`src/design/assert_macros.svh`:
```
// Assertion macros shared by the prime field unit modules.
`ifndef ASSERT_MACROS_SVH
`define ASSERT_MACROS_SVH

// Checked on every edge outside reset.
`define PFA_ASSERT(lbl, prop, msg) \
    lbl: assert property (@(posedge i_clk) disable iff (!i_rst_n) prop) \
        else $error(msg);

// Checked on every edge, reset included.
`define PFA_ASSERT_RST(lbl, prop, msg) \
    lbl: assert property (@(posedge i_clk) prop) \
        else $error(msg);

`endif

```
`src/design/pfa_pkg.sv`:
```
// Shared constants, opcodes, states and control structs of the prime field unit.
package pfa_pkg;

    localparam logic [29:0] P_MOD      = 30'd1000000007;
    // floor(2^60 / P) for Barrett reduction
    localparam logic [30:0] BARRETT_MU = 31'd1152921496;
    localparam logic [31:0] SQRT_EXP   = 32'd250000002;
    localparam logic [31:0] LEG_EXP    = 32'd500000003;
    localparam logic [31:0] INV_EXP    = 32'd1000000005;
    localparam int unsigned MUL_LAT    = 5;

    typedef enum logic [2:0] {
        OP_ADD, OP_SUB, OP_MUL, OP_NEG, OP_INV, OP_POW, OP_SQRT, OP_LEG
    } t_op;

    typedef enum logic [2:0] {
        S_IDLE, S_DISPATCH, S_REDUCE, S_MUL_WAIT, S_POW_CHECK, S_POW_WAIT, S_FINISH
    } t_state;

    typedef struct packed {
        logic load;
        logic reduce;
        logic fire;
        logic latch_mul;
        logic latch_pow;
        logic finish;
    } t_cmd;

    typedef struct packed {
        t_op  op;
        logic b_ge_p;
        logic mul_done;
        logic exp_zero;
        logic out_full;
    } t_sts;

endpackage

```
`src/design/pfa_ctrl.sv`:
```
// Controller state machine sequencing reduction, multiplies and power rounds.
`include "assert_macros.svh"
module pfa_ctrl (
    input  logic          i_clk,
    input  logic          i_rst_n,
    input  logic          i_req_valid,
    output logic          o_req_ready,
    input  pfa_pkg::t_sts i_sts,
    output pfa_pkg::t_cmd o_cmd
);
    import pfa_pkg::*;

    t_state r_state;
    t_state n_state;

    always_ff @(posedge i_clk) begin
        if (!i_rst_n) begin
            r_state <= S_IDLE;
        end else begin
            r_state <= n_state;
        end
    end

    always_comb begin
        n_state = r_state;
        unique case (r_state)
            S_IDLE:      if (i_req_valid) n_state = S_DISPATCH;
            S_DISPATCH: begin
                case (i_sts.op) inside
                    OP_ADD, OP_SUB, OP_MUL: n_state = S_REDUCE;
                    OP_NEG:                 n_state = S_FINISH;
                    default:                n_state = S_POW_CHECK;
                endcase
            end
            S_REDUCE: begin
                if (!i_sts.b_ge_p) begin
                    n_state = (i_sts.op == OP_MUL) ? S_MUL_WAIT : S_FINISH;
                end
            end
            S_MUL_WAIT:  if (i_sts.mul_done) n_state = S_FINISH;
            S_POW_CHECK: n_state = i_sts.exp_zero ? S_FINISH : S_POW_WAIT;
            S_POW_WAIT:  if (i_sts.mul_done) n_state = S_POW_CHECK;
            S_FINISH:    if (!i_sts.out_full) n_state = S_IDLE;
            default:     n_state = S_IDLE;
        endcase
    end

    always_comb begin
        o_cmd       = '0;
        o_req_ready = 1'b0;
        unique case (r_state)
            S_IDLE: begin
                o_req_ready = 1'b1;
                o_cmd.load  = i_req_valid;
            end
            S_REDUCE: begin
                o_cmd.reduce = i_sts.b_ge_p;
                o_cmd.fire   = !i_sts.b_ge_p && (i_sts.op == OP_MUL);
            end
            S_MUL_WAIT:  o_cmd.latch_mul = i_sts.mul_done;
            S_POW_CHECK: o_cmd.fire      = !i_sts.exp_zero;
            S_POW_WAIT:  o_cmd.latch_pow = i_sts.mul_done;
            S_FINISH:    o_cmd.finish    = !i_sts.out_full;
            default:     o_cmd           = '0;
        endcase
    end

    `PFA_ASSERT(a_ctl_onecmd, $onehot0(o_cmd), "several commands at once")
    `PFA_ASSERT(a_ctl_fire, o_cmd.fire |-> ##5 i_sts.mul_done, "multiply result missing")
    `PFA_ASSERT(a_ctl_load, o_cmd.load |=> (r_state == S_DISPATCH), "load not dispatched")
endmodule

```
`config.mk`:
```
export PLATFORM = sky130hd
export DESIGN_NAME = pfa_ctrl
export DESIGN_NICKNAME = d
export VERILOG_FILES = /design/src/design/pfa_pkg.sv /design/src/design/pfa_ctrl.sv
export VERILOG_INCLUDE_DIRS = /design/src /design/src/design
export SDC_FILE = /design/constraint.sdc
export NUM_CORES = 1
export LEC_CHECK = 0
export ABC_AREA = 1
export BUFFER_PORTS_ARGS = -buffer_cell sky130_fd_sc_hd__buf_2
export CAP_MARGIN = 20
export CORE_AREA = 2 2 39 41
export CTS_CLUSTER_DIAMETER = 200
export DETAILED_ROUTE_END_ITERATION = 12
export DIE_AREA = 0 0 41 43
export REMOVE_ABC_BUFFERS = 1
export SKIP_LAST_GASP = 1
export SLEW_MARGIN = 5
export SYNTH_ARGS = -nofsm -noshare
export SYNTH_HDL_FRONTEND = slang
export SYNTH_SLANG_ARGS = --single-unit
```
`constraint.sdc`:
```
create_clock -name i_clk -period 1.2 [get_ports i_clk]
set_input_delay 0.12 -clock i_clk [delete_from_list [all_inputs] [get_ports i_clk]]
set_output_delay 0.12 -clock i_clk [all_outputs]
set_load 0.05 [all_outputs]
```
# [After elaboration in Yosys (flattened, before gate mapping)]
# Index checks and enable logic that the tools add are counted.
# Widths: inputs -> output; s select.
[op_classes] n_eq_ne=14 mux=17 n_reduce_logical=8
[ops] operator="$mux 3" count=7
[ops] operator="$pmux 3 s7" count=1
[ops] operator="$eq 3x2->1 const B" count=4
[ops] operator="$ne 2x2->1 const B" count=5
[ops] operator="$eq 3x3->1 const B" count=3
[ops] operator="$eq 3x1->1 const B" count=2
[ops] operator="$logic_not 3->1" count=2
[ops] operator="$mux 1" count=6
[ops] operator="$reduce_and 5->1" count=1
[ops] operator="$mux 2" count=2
[ops] operator="$logic_not 1->1" count=3
[ops] operator="$reduce_or 3->1" count=1
[ops] operator="$pmux 1 s2" count=1
[ops] operator="$logic_and 1x1->1" count=1
[totals] register_bits=3 input_bits=10 out_inout_bits=7 word_cells=40

# [Depth between registers and ports, before layout]
[depth] depth_word=4 ltp_mapped=10 mapped_depth_nobuf=9

# [Worst setup path before layout]
# No wires, ideal clock.
[synth_timing] path_type="register -> output" startpoint="reg r_state[0]" endpoint="out o_cmd[1] (netlist name)" t_arrival_ns=2.070 required_ns=1.080 slack_ns=-0.990 path_stages_with_launch=3 n_path_buf=0 path_cell_list="dfxtp_1 -> inv_2 -> nor4_1"
[synth_rtl] item="start: declaration" line="pfa_ctrl.sv:13" rtl="t_state r_state;"
[synth_rtl] item="start signal: assignment" line="pfa_ctrl.sv:20" rtl="r_state <= n_state;"
[synth_rtl] item="end: declaration" line="pfa_ctrl.sv:9" rtl="output pfa_pkg::t_cmd o_cmd"

==> reports/qor.json <==
{
  "grt_max_degree": 10,
  "floorplan.core_area_um2": 1380,
  "clkTransAtPathRegs_ns": 0.03,
  "largest_register_ff_count": 3,
  "ff2ff_path_depth": 10,
  "antenna_cells_inserted": 0,
  "route.vias.total": 501,
  "worst-setup-path-type": "flop to output port",
  "timing_hold_violations_final": 0,
  "worstHoldEndpoint": "r_state[1]$_SDFFE_PN0P_",
  "synth_top_cells_by_count": "sky130_fd_sc_hd__inv_1, sky130_fd_sc_hd__nand2_1, sky130_fd_sc_hd__nand3_1",
  "grt_pass1_vias": 493,
  "proportion_of_layout_cells_with_a_drive_suffix_above_1_pct": 72.3,
  "worstHoldPathCells": 3,
  "post_drt_via_cell_ratio": 4.55,
  "netlist_instances": 59,
  "gp_congestion": 0.780,
  "maxSlewViolCount": 0,
  "grt_antenna_before_repair": 0,
  "floorplan.rows": 14,
  "drt_first_pass_iters": 4,
  "cts.htree.levels": 1,
  "global_route.usage.total_pct": 15.1,
  "cp_data_arrival_time_ns": 1.19,
  "numCtsBuffers": 3,
  "portBuffers": 16,
  "seqPwrFrac_pct": 16.4,
  "fin_util_pct": 54.8,
  "timing.reg2reg.setup_slack_ns": -0.09,
  "mappedNetlistArea_um2": 360,
  "drc": 0,
  "wl_per_cell_um": 9.94,
  "layout.area.seq_um2": 71.3,
  "initial_utilization_pct": 26.0,
  "route.antenna.remaining_nets": 0,
  "dp_hpwl_um": 785,
  "synth_edf_count": 0,
  "design_power_total_w": 0.00184,
  "post-synth-top-area-fraction_pct": 16.7,
  "drt_wl_total_um": 1090,
  "syn_avg_cell_area_um2": 6.11,
  "power_density_nw_per_um2": 2420,
  "cts_num_sinks": 3,
  "synth_most_common_cell": "sky130_fd_sc_hd__inv_1",
  "ir_worst_vdd_mv": 1.55,
  "post_synth_num_cell_types": 20,
  "synth-main-ff-cell": "sky130_fd_sc_hd__dfxtp_1",
  "totalNegativeSetupSlack_ns": -0.727,
  "finalSetupViolCount": 10,
  "power_report.internal_total_w": 0.000956,
  "tritoncts": "yes",
  "die-area_um2": 1760,
  "layout_min_cycle_time_ns": 1.31,
  "failed_checks": "negative setup slack",
  "largest-register": "r_state",
  "number_of_max_cap_violations": 0,
  "max_freq_mhz": 766,
  "critical_path_peak_fanout": 6,
  "startpoint_type": "flop",
  "ctsLongestPathBuffers": 2,
  "regToRegEndpoint": "r_state[2]$_SDFFE_PN0P_",
  "leakagePower_nw": 0.383,
  "die-width_um": 41,
  "final.setup_skew_ns": 0.000947,
  "die_y_um": 43,
  "multiInputGateArea_um2": 310,
  "end_kind": "output port",
  "clockPowerShare_pct": 9.2,
  "synth_area_leaders": "sky130_fd_sc_hd__dfxtp_1, sky130_fd_sc_hd__nand3_1, sky130_fd_sc_hd__inv_1",
  "post_dp_cell_area_um2": 512,
  "global_route_wire_length_before_repair_um": 1850,
  "fill_cells": 148,
  "pwr-share-comb_pct": 74.4,
  "clock_latency_ns": 0.23,
  "drt_iter0_drc": 6,
  "final_min_period_over_clock_period_pct": 109,
  "finalHoldWorstSlack_ns": 0.145,
  "largestRegisters": "r_state (3)",
  "startpoint": "r_state[0]$_SDFFE_PN0P_",
  "number_of_warnings_issued_by_yosys": 0,
  "cts-hold-fix-buffers": 0,
  "cp.required_ns": 1.08,
  "hold_path.startpoint": "i_rst_n",
  "power_switching_share_pct": 48.0,
  "fin_nets": 105,
  "synth_async_sr_flop_share_pct": 0,
  "seq_area_frac_synth_pct": 16.7,
  "ctsRootBufferMaster": "sky130_fd_sc_hd__clkbuf_4",
  "crit-reg2reg-launch": "r_state[1]$_SDFFE_PN0P_",
  "synthDominantAreaCellType": "sky130_fd_sc_hd__dfxtp_1",
  "grt_overflow_total": 0,
  "finalWorstSetupSlack_ns": -0.106,
  "areaGrowthSynthToFinish_pct": 110,
  "p_sw_w": 0.000883,
  "io_pins": 17,
  "tightestPinTransition_ns": 0.238,
  "min_path_type": "input pin to flop",
  "grt_setup_unrepaired": "true",
  "outcome": "finished with violations",
  "ys_ff_latch": 3,
  "maxSlewHeadroom_pct": 84.1,
  "fin_area_um2": 758
}
power by group through the flow:
| stage | sequential, W | clock [W] | combinational, W |
|---|---|---|---|
| after floorplan | 0.000228 | 0 | 0.000598 |
| after global placement | 0.000223 | 0 | 0.000896 |
| after detailed placement | 0.000227 | 0 | 0.000903 |
| after CTS | 0.000295 | 0.000178 | 0.00115 |
| after global routing | 0.000313 | 0.000182 | 0.00147 |
| final | 0.000301 | 0.000169 | 0.00137 |
layout make-up:
| class | count | area share, % |
|---|---|---|
| multi-input combinational | 41 | 40.9 |
| inverter | 13 | 7.43 |
| sequential | 3 | 9.41 |
| tap | 16 | 2.64 |
| clock buffer | 4 | 3.47 |
| timing repair buffer | 33 | 36.1 |
critical path, cell delays in order, from the launching register on:
cell and delay, ns:
sky130_fd_sc_hd__dfxtp_4 0.38, sky130_fd_sc_hd__nor3_2 0.18, sky130_fd_sc_hd__nand2_1 0.10, sky130_fd_sc_hd__o21ai_2 0.13, sky130_fd_sc_hd__buf_6 0.17
placed cells by master, fill, tap and decap left out, types with 2 or more instances in the layout:
cell type,Yosys,final
sky130_fd_sc_hd__nand4_1,3,3
sky130_fd_sc_hd__buf_4,0,13
sky130_fd_sc_hd__buf_2,1,9
sky130_fd_sc_hd__nand2_2,5,5
sky130_fd_sc_hd__nor2_4,1,3
sky130_fd_sc_hd__buf_6,1,9
sky130_fd_sc_hd__nand2_1,7,6
sky130_fd_sc_hd__clkbuf_4,0,3
sky130_fd_sc_hd__nand3_1,7,4
sky130_fd_sc_hd__nand3_2,1,4
sky130_fd_sc_hd__inv_1,9,7
sky130_fd_sc_hd__inv_2,4,4
sky130_fd_sc_hd__nor3_2,1,2
sky130_fd_sc_hd__nor2_2,4,5
sky130_fd_sc_hd__dfxtp_4,0,3
sky130_fd_sc_hd__buf_8,0,2
worst max-delay path by stage:
stage | end | cells after the start
final | o_cmd[3] | 4
after global routing | r_state[2]$_SDFFE_PN0P_ | 10
after CTS | o_cmd[2] | 6
after detailed placement | o_cmd[1] | 3
after global placement | o_cmd[1] | 3
after floorplan | o_cmd[1] | 2
what timing repair did:
action / 4_1_cts / 5_1_grt
gates resized for setup: 36 / 12
pin swaps: 7 / 7
buffers inserted: 6 / 3
setup endpoints to repair: 10 / 10
metrics by stage:
step | instances | setup slack [ns]
5_1_grt | 110 | -0.174
3_5_place_dp | 98 | -0.0695
3_3_place_gp | 98 | -0.0598
4_1_cts | 108 | -0.116
6_report | 110 | -0.106
2_1_floorplan | 57 | -1.01
per-layer routing:
| metal | up-vias | part of all wire (%) | routed length, um | GRT usage [%] |
|---|---|---|---|---|
| met5 | - | 0 | 0 | 0 |
| met4 | 0 | 0 | 0 | 7.33 |
| met3 | 0 | 4.4 | 48 | 3.14 |
| met2 | 13 | 56 | 609 | 25.6 |
| met1 | 227 | 40 | 435 | 16.5 |
| li1 | 261 | - | - | - |
cell families (layout without fill, tap and decap cells):
logic type | count (synthesis) | after routing | synth area share [%]
compound gates | 4 | 4 | 7.64
buf+inv | 15 | 50 | 18.1
flops | 3 | 3 | 16.7
simple gates | 37 | 37 | 57.6
Note: power is estimated with default switching activity, not from simulation.
